<file path="src/rtl/tslh_pkg.sv">
package tslh_pkg;

   // depth of the queue between front and back
   localparam int QUEUE_DEPTH = 4;
   localparam int QUEUE_PTR_W = $clog2(QUEUE_DEPTH);
   localparam int QUEUE_CNT_W = $clog2(QUEUE_DEPTH + 1);

   // configuration port shape
   localparam int CSR_INDEX_W = 2;
   localparam int CSR_DATA_W  = 17;

   // input word
   typedef struct packed {
      logic               command;
      logic [11:0]        pixel_index;
      logic [6:0]         class_index;
      logic signed [15:0] score;
      logic               last_class;
   } req_type;

   // result word
   typedef struct packed {
      logic [11:0] out_pixel_index;
      logic [1:0]  label;
      logic        held;
      logic [6:0]  winning_class;
   } rsp_type;

   // configuration registers as seen by the datapath
   typedef struct packed {
      logic [16:0] smoothing_weight;
      logic [14:0] hysteresis_margin;
   } cfg_type;

   // classified word held in the queue
   typedef struct packed {
      logic               command;
      logic               class_ok;
      logic [11:0]        pixel_index;
      logic [6:0]         class_index;
      logic signed [15:0] score;
      logic               last_class;
   } entry_type;

   // smoothed score on its way to the ranking stage
   typedef struct packed {
      logic               command;
      logic               ranked;
      logic               last_class;
      logic               hist;
      logic [11:0]        pixel_index;
      logic [6:0]         class_index;
      logic signed [15:0] value;
   } rank_type;

   // finished pixel on its way to the hysteresis stage
   typedef struct packed {
      logic        hist;
      logic [11:0] pixel_index;
      logic [6:0]  best_class;
      logic [15:0] spread;
   } decide_type;

endpackage

</file>
<file path="src/rtl/tslh_front.sv">
module tslh_front
   import tslh_pkg::*;
#(
   parameter int PIXELS = 4096,
   parameter int CLASSES = 65,
   localparam int ADDR_W = $clog2(PIXELS * CLASSES)
) (
   input  req_type             req_data,
   output entry_type           entry,
   output logic [ADDR_W-1:0]   entry_addr,
   output logic                keep
);

   logic pixel_ok;

   // range checks on pixel and class
   always_comb begin
      pixel_ok          = 32'(req_data.pixel_index) < 32'(PIXELS);
      entry.command     = req_data.command;
      entry.class_ok    = 32'(req_data.class_index) < 32'(CLASSES);
      entry.pixel_index = req_data.pixel_index;
      entry.class_index = req_data.class_index;
      entry.score       = req_data.score;
      entry.last_class  = req_data.last_class;
      // out-of-range pixels are dropped here
      keep              = req_data.command | pixel_ok;
   end

   // score memory address, pixel-major
   assign entry_addr = ADDR_W'(req_data.pixel_index) * ADDR_W'(CLASSES)
                     + ADDR_W'(req_data.class_index);

endmodule

</file>
<file path="config.mk">
export PLATFORM = sky130hd
export DESIGN_NAME = tslh_front
export DESIGN_NICKNAME = d
export VERILOG_FILES = /design/src/rtl/tslh_pkg.sv /design/src/rtl/tslh_front.sv
export SDC_FILE = /design/constraint.sdc
export NUM_CORES = 1
export LEC_CHECK = 0
export ABC_AREA = 1
export BUFFER_PORTS_ARGS = -buffer_cell sky130_fd_sc_hd__buf_2
export CAP_MARGIN = 20
export CORE_MARGIN = 4
export CORE_UTILIZATION = 49
export DETAILED_ROUTE_END_ITERATION = 8
export GPL_TIMING_DRIVEN = 0
export PLACE_DENSITY = 0.9
export SYNTH_ARGS = -nofsm -noshare
export SYNTH_HDL_FRONTEND = slang
export SYNTH_SLANG_ARGS = --single-unit
</file>
<file path="constraint.sdc">
create_clock -name vclk -period 8.2
set_clock_uncertainty 0.15 [all_clocks]
set_input_delay 1.23 -clock vclk [all_inputs]
set_output_delay 1.23 -clock vclk [all_outputs]
set_load 0.1 [all_outputs]
</file>
==> results.json <==
{
  "netlist_top_cells_area": "ha_1 29%, buf_4 19%, nand2_1 17%, inv_1 8.8%, nand3_1 3.3%",
  "yosysSeqAreaShare_pct": 0,
  "min_period_over_period_pct": 62.80,
  "yosysMostFrequentCell": "nand2_1",
  "yosys.cell_types.count": 23,
  "synth_top_area_cell": "ha_1",
  "drt_wl_total_um": 3667,
  "path_class": "input port to output pin",
  "ctsResizeCount": 0,
  "ys_top_cells_by_count": "70 x nand2_1, 38 x buf_4, 36 x ha_1, 36 x inv_1",
  "grt.total_usage_pct": 17.32,
  "dp.final_hpwl_um": 3360,
  "die_area_sq_mm": 0.004084,
  "synth_top_area_share_pct": 29.41,
  "holdPathStages": 2,
  "layout_min_cycle_time_ns": 5.149,
  "syn-num-nets": 315,
  "n_fill_cell": 289,
  "whs_ns": 2.693,
  "seqCellArea_sq_um": 0,
  "core-area_sq_mm": 0.003028,
  "grt_max_degree": 9,
  "avgSynthCellArea_sq_um": 6.381,
  "cp-start-kind": "input port",
  "p_per_area_mw_per_mm2": 196.5,
  "syn_area_sq_mm": 0.001531,
  "wl_per_cell_um": 10.19,
  "drt-initial-drc-count": 47,
  "fmax_mhz": 194.2,
  "ctsHoldBuffers": 0,
  "place_congestion": 0.9559,
  "hold_viol": 0,
  "overflow": 0,
  "rsz0062_at_grt": "false",
  "utilization_pct": 64.96,
  "floorplan.initialDensity_pct": 50.58,
  "grt_pass1_vias": 1431,
  "area_growth_pct": 28.43,
  "antenna_found_initial": 0,
  "setup_violations": 0,
  "die_h_um": 63.91,
  "diodes": 0,
  "drc": 0,
  "tns_ns": 0,
  "io_buffers": 76,
  "num_io_pins": 95,
  "fp.dieW_um": 63.91,
  "postCtsSetupRepairBufs": 0,
  "status": "finished, final reports clean",
  "arrival_ns": 3.77,
  "syn_inst": 240,
  "power_leakage_nw": 1.305,
  "seq_cell_count": 0,
  "viasPerCell": 4.417,
  "cp-end-kind": "output pin",
  "peakVddDrop_mv": 0.1817,
  "fin_nets": 393,
  "firstDrtPassIters": 4,
  "dpl_worst_slack_ns": 3.055,
  "hold_class": "input port to output pin",
  "drv_slew": 0,
  "power_w": 0.0003865,
  "layout-drive-gt1-share_pct": 41.77,
  "setup_ws_ns": 3.051,
  "yosys_warnings": 0,
  "vias": 1590,
  "drv_cap": 0,
  "rows": 20,
  "ant_nets": 0,
  "required_ns": 6.82,
  "clock_buffers": 0,
  "cp_max_fo": 4,
  "grt_pass1_wl_um": 6009
}
kinds of logic (layout without fill, tap and decap cells):
kind of cell | count (synthesis) | count (layout) | synth area share (%)
and+or+nand+nor | 109 | 109 | 32.76
adders and majority gates | 38 | 38 | 32.03
AOI/OAI and AO/OA | 8 | 8 | 2.778
other | 1 | 1 | 0.2449
buffers and inverters | 77 | 153 | 28.19
xor gates and xnor gates | 7 | 7 | 4.003
area by class of cell:
class,count,area [sq um],area share (%)
plain buffers,38,285.3,14.50
multi-input cells,163,1100,55.92
inverters,39,146.4,7.443
repair buffers,76,380.4,19.34
well taps,44,55.05,2.799
stage by stage:
step           instances  cell area [sq um]
3_5_place_dp         360               1967
4_1_cts              360               1967
6_report             360               1967
5_1_grt              360               1967
2_1_floorplan        240               1531
3_3_place_gp         360               1967
worst max-delay path, cell delays in order:
cell	delay [ns]
buf_2	0.12
ha_1	0.28
ha_1	0.20
fa_1	0.47
ha_1	0.37
nand2_1	0.10
inv_1	0.06
a21oi_1	0.16
nand2_1	0.13
nand2_1	0.10
nand3_1	0.06
nand2_1	0.07
buf_2	0.41
placed cells by master, fill, tap and decap left out, types with 4 or more instances in the layout:
| cell | count |
|---|---|
| buf_2 | 76 |
| nand2_1 | 70 |
| buf_4 | 38 |
| inv_1 | 36 |
| ha_1 | 36 |
| nor2_1 | 10 |
| nand3_1 | 10 |
| a21oi_1 | 7 |
| nand2_2 | 6 |
| xor2_1 | 4 |
where the power goes:
| group | leakage [nW] | switching (W) | internal [W] |
|---|---|---|---|
| logic | 1.31 | 0.000313 | 0.0000733 |
| clock network | 0 | 0 | 0 |
| registers | 0 | 0 | 0 |
| total | 1.31 | 0.000313 | 0.0000733 |
metal layers:
metal | global-route usage (%) | vias to the layer above | wire, um
met5 | 0 | - | 0
met3 | 1.054 | 4 | 247
met4 | 1.617 | 0 | 31
li1 | - | 862 | -
met2 | 32.13 | 55 | 1795
met1 | 22.44 | 669 | 1593
final timing paths:
path / start / endpoint
max: req_data[23] / entry_addr[12]
min: req_data[1] / entry[1]
No activity file was read; power rests on OpenSTA's default activity.
