<file path="src/rtl/tslh_pkg.sv">
package tslh_pkg;

   // depth of the queue between front and back
   localparam int QUEUE_DEPTH = 4;
   localparam int QUEUE_PTR_W = $clog2(QUEUE_DEPTH);
   localparam int QUEUE_CNT_W = $clog2(QUEUE_DEPTH + 1);

   // configuration port shape
   localparam int CSR_INDEX_W = 2;
   localparam int CSR_DATA_W  = 17;

   // input word
   typedef struct packed {
      logic               command;
      logic [11:0]        pixel_index;
      logic [6:0]         class_index;
      logic signed [15:0] score;
      logic               last_class;
   } req_type;

   // result word
   typedef struct packed {
      logic [11:0] out_pixel_index;
      logic [1:0]  label;
      logic        held;
      logic [6:0]  winning_class;
   } rsp_type;

   // configuration registers as seen by the datapath
   typedef struct packed {
      logic [16:0] smoothing_weight;
      logic [14:0] hysteresis_margin;
   } cfg_type;

   // classified word held in the queue
   typedef struct packed {
      logic               command;
      logic               class_ok;
      logic [11:0]        pixel_index;
      logic [6:0]         class_index;
      logic signed [15:0] score;
      logic               last_class;
   } entry_type;

   // smoothed score on its way to the ranking stage
   typedef struct packed {
      logic               command;
      logic               ranked;
      logic               last_class;
      logic               hist;
      logic [11:0]        pixel_index;
      logic [6:0]         class_index;
      logic signed [15:0] value;
   } rank_type;

   // finished pixel on its way to the hysteresis stage
   typedef struct packed {
      logic        hist;
      logic [11:0] pixel_index;
      logic [6:0]  best_class;
      logic [15:0] spread;
   } decide_type;

endpackage

</file>
<file path="src/rtl/tslh_queue.sv">
module tslh_queue
   import tslh_pkg::*;
#(
   parameter int PIXELS = 4096,
   parameter int CLASSES = 65,
   localparam int ADDR_W = $clog2(PIXELS * CLASSES)
) (
   input  logic              clock,
   input  logic              reset,
   input  logic              push,
   input  entry_type         push_entry,
   input  logic [ADDR_W-1:0] push_addr,
   input  logic              pop,
   output entry_type         head_entry,
   output logic [ADDR_W-1:0] head_addr,
   output logic              empty,
   output logic              full
);

   entry_type               entry_ff [QUEUE_DEPTH];
   logic [ADDR_W-1:0]       addr_ff  [QUEUE_DEPTH];
   logic [QUEUE_PTR_W-1:0]  wr_ptr_ff, wr_ptr_in;
   logic [QUEUE_PTR_W-1:0]  rd_ptr_ff, rd_ptr_in;
   logic [QUEUE_CNT_W-1:0]  count_ff, count_in;

   assign empty      = count_ff == '0;
   assign full       = count_ff == QUEUE_CNT_W'(QUEUE_DEPTH);
   assign head_entry = entry_ff[rd_ptr_ff];
   assign head_addr  = addr_ff[rd_ptr_ff];

   // pointer and fill count update
   always_comb begin
      wr_ptr_in = push ? wr_ptr_ff + 1'b1 : wr_ptr_ff;
      rd_ptr_in = pop ? rd_ptr_ff + 1'b1 : rd_ptr_ff;
      count_in  = count_ff;
      if (push && !pop) begin
         count_in = count_ff + 1'b1;
      end else if (pop && !push) begin
         count_in = count_ff - 1'b1;
      end
   end

   always_ff @(posedge clock) begin
      if (reset) begin
         wr_ptr_ff <= '0;
         rd_ptr_ff <= '0;
         count_ff  <= '0;
      end else begin
         wr_ptr_ff <= wr_ptr_in;
         rd_ptr_ff <= rd_ptr_in;
         count_ff  <= count_in;
      end
   end

   // storage
   always_ff @(posedge clock) begin
      if (push) begin
         entry_ff[wr_ptr_ff] <= push_entry;
         addr_ff[wr_ptr_ff]  <= push_addr;
      end
   end

   no_overflow: assert property (@(posedge clock) disable iff (reset) full |-> !push)
      else $error("queue written while full");
   no_underflow: assert property (@(posedge clock) disable iff (reset) empty |-> !pop)
      else $error("queue read while empty");

endmodule

</file>
<file path="config.mk">
export PLATFORM = sky130hd
export DESIGN_NAME = tslh_queue
export DESIGN_NICKNAME = d
export VERILOG_FILES = /design/src/rtl/tslh_pkg.sv /design/src/rtl/tslh_queue.sv
export SDC_FILE = /design/constraint.sdc
export NUM_CORES = 1
export LEC_CHECK = 0
export BUFFER_PORTS_ARGS = -buffer_cell sky130_fd_sc_hd__buf_2
export CAP_MARGIN = 25
export CORE_MARGIN = 2
export CORE_UTILIZATION = 30
export DETAILED_ROUTE_END_ITERATION = 8
export GPL_TIMING_DRIVEN = 0
export PLACE_DENSITY = 0.44
export SYNTH_ARGS = -nofsm -noshare
export SYNTH_HDL_FRONTEND = slang
export SYNTH_SLANG_ARGS = --single-unit
</file>
<file path="constraint.sdc">
create_clock -name clock -period 5.3 [get_ports clock]
set_clock_uncertainty 0.1 [all_clocks]
set_input_delay 0.265 -clock clock [delete_from_list [all_inputs] [get_ports clock]]
set_output_delay 0.265 -clock clock [all_outputs]
set_load 0.01 [all_outputs]
</file>
==> results.cfg <==
[status]
status = completed

[timing]
setup_ws_ns = 2.88
hold_viol = 0
tightest_slew_ns = 0.742
tns_ns = 0
slew_violations = 0
setup_viol = 0
period_needed_ns = 2.42
fmax_ghz = 0.413
slew-limit-headroom = 0.505
period_share = 0.457
rsz0062_at_grt = no

[floorplanning]
dieWidth_um = 174
num_rows = 62
start_util = 0.303
die_area_um2 = 30200
core_area_um2 = 28500
die_h_um = 174
ios = 120

[critical_path]
path_delay_family = buffers and inverters
critPathMostFrequentCell = buf_2
crit_cells = 4
cp_data_required_time_ns = 4.93
crit_buf_inv = 3
slowest_stage = buf_2
worst_setup_path_end_kind = primary output
start_kind = flop
cp_max_fo = 10
rr_startpoint = wr_ptr_ff[0]
critPathMaxStageDelay_ns = 0.36
rr_worst_depth = 4
worstSetupPathType = reg -> out
path_cells = buf_2 -> buf_2 -> mux4_2 -> buf_2
cp.arrival_ns = 2.05

[pwr]
p_leak_nw = 3.82
p_total_mw = 4.32
vdd.ir_drop.worst_mv = 0.183
powerDensity_nw_per_um2 = 384

[global_route]
grtUsageTotal = 0.115
grt_overflow = 0
grt_pass1_vias = 4591
grt_pass1_wl_mm = 26.3
grt_start_max_net_pins = 43
antenna_found_initial = 0

[logic_synthesis]
yosysUniqueCellTypes = 21
syn-cell-area_um2 = 8650
syn_inst = 341
avgSynthCellArea_um2 = 25.4
seq_area_frac_synth = 0.813
synth_seq_cells = 237
syn_nets = 408
ys_warn_count = 0

[routing]
dr.pass1.iters = 6
vias = 4161
drc = 0
totalWireLength_mm = 17.2
via_per_inst = 4.38
ant_nets = 0
drtIter0Drc = 218
wl_per_cell_um = 18.1

[finish]
drive_gt1_frac = 0.399
diodes = 0
layout.cells.most_common_list = edfxtp_1, buf_2, dlygate4sd3_1
area_delta_synth_final_pct = 30.0
fin_nets = 619
final_common_cell = edfxtp_1

[clock_tree]
cts-root-buf = clkbuf_16
h-tree-depth = 1
numClockSinks = 237
post_cts_buffers = 0
max-clock-path-buffers = 3
cts_tree = yes
clk_pin_slew_worst_paths_ns = 0.06
insertion_delay_ns = 0.51
cts_buffers = 27

[worst_hold_path]
hold_depth = 3
min_from = push
hold_path.class = in -> reg

[placement]
hpwl_mm = 10.1
globalplace.congestion = 0.664
io_buffer_count = 118
pre_cts_ws_ns = 3.32

[flow_run]
cap_violations = 0
==> per-stage QoR <==
stage               cells  instance area (µm²)  hold slack (ns)  utilization
global placement      843                 9720            0.374        0.340
global route          951                11200           0.0368        0.394
floorplan             341                 8650            0.264            -
finish                951                11200           0.0211        0.394
CTS                   951                11200          0.00410        0.394
detailed placement    847                 9840            0.385        0.345
==> layer usage <==
layer,up-vias,share of wire,track usage
met2,109,0.52,0.207
li1,1866,-,-
met1,2155,0.41,0.136
met4,0,0.021,0.0361
met5,-,0,0
met3,31,0.054,0.0261
==> cell usage after synthesis <==
| cell type | count | area, µm² |
|---|---|---|
| a21oi_1 | 1 | 5.00 |
| o21ai_0 | 1 | 5.00 |
| ha_1 | 5 | 62.6 |
| xor2_1 | 3 | 26.3 |
| fa_1 | 1 | 20.0 |
| nor2_1 | 7 | 26.3 |
| xnor2_1 | 2 | 17.5 |
| and2_1 | 4 | 25.0 |
| buf_2 | 4 | 20.0 |
| inv_1 | 4 | 15.0 |
| nor3b_1 | 1 | 7.51 |
| edfxtp_1 | 228 | 6850 |
| or3_1 | 1 | 6.26 |
| mux2i_1 | 2 | 20.0 |
| nor3_1 | 1 | 5.00 |
| buf_6 | 4 | 45.0 |
| buf_4 | 2 | 15.0 |
| dfxtp_1 | 9 | 180 |
| mux4_2 | 57 | 1280 |
| nand2_1 | 1 | 3.75 |
| clkbuf_1 | 3 | 11.3 |
==> registers in the layout, indices dropped and copies added, names as in the netlist, named ones only <==
signal / count
rd_ptr_ff: 2
addr_ff: 76
count_ff: 3
wr_ptr_ff: 2
entry_ff: 152
==> repair_timing <==
item,CTS,global route
hold buffers,60,0
hold endpoints to repair,230,0
gates resized for setup,0,0
==> where the power goes <==
part	switching, mW	total (mW)	internal, mW
combinational	0.228	0.452	0.224
clock	0.675	1.69	1.02
sequential	0.0227	2.17	2.15
==> cell type report <==
cell class | count | area, µm²
fillers | 2639 | 17300
multi-input cells | 87 | 1520
flip-flops and latches | 237 | 7030
plain buffers | 13 | 91.3
inverters | 4 | 15.0
well taps | 384 | 480
repair buffers | 182 | 1300
clock buffers | 32 | 694
clock inverters | 12 | 105
==> path summary, 6_finish.rpt <==
| kind | to | slack, ns |
|---|---|---|
| max | head_entry[20] | 2.88 |
| min | wr_ptr_ff[0] | 0.02 |
| max reg2reg | entry_ff[2][27] | 3.60 |
| min reg2reg | count_ff[2] | 0.43 |
==> worst reg2reg max path: stages, from the launching register on <==
cell	delay (ns)
dfxtp_1	0.35
inv_1	0.09
ha_1	0.16
and2_4	0.34
buf_16	0.31
==> cell families (layout without fill, tap and decap cells) <==
| group | Yosys count | after routing | share of synthesized area |
|---|---|---|---|
| AO/OA/AOI/OAI | 2 | 2 | 0.00116 |
| AND/OR/NAND/NOR | 15 | 15 | 0.00854 |
| buffers and inverters | 17 | 243 | 0.0123 |
| adder cells (fa/ha/maj) | 6 | 6 | 0.00955 |
| flip-flops | 237 | 237 | 0.813 |
| multiplexers | 59 | 59 | 0.151 |
| XOR/XNOR | 5 | 5 | 0.00507 |
Power figures use the tool's default switching activity.
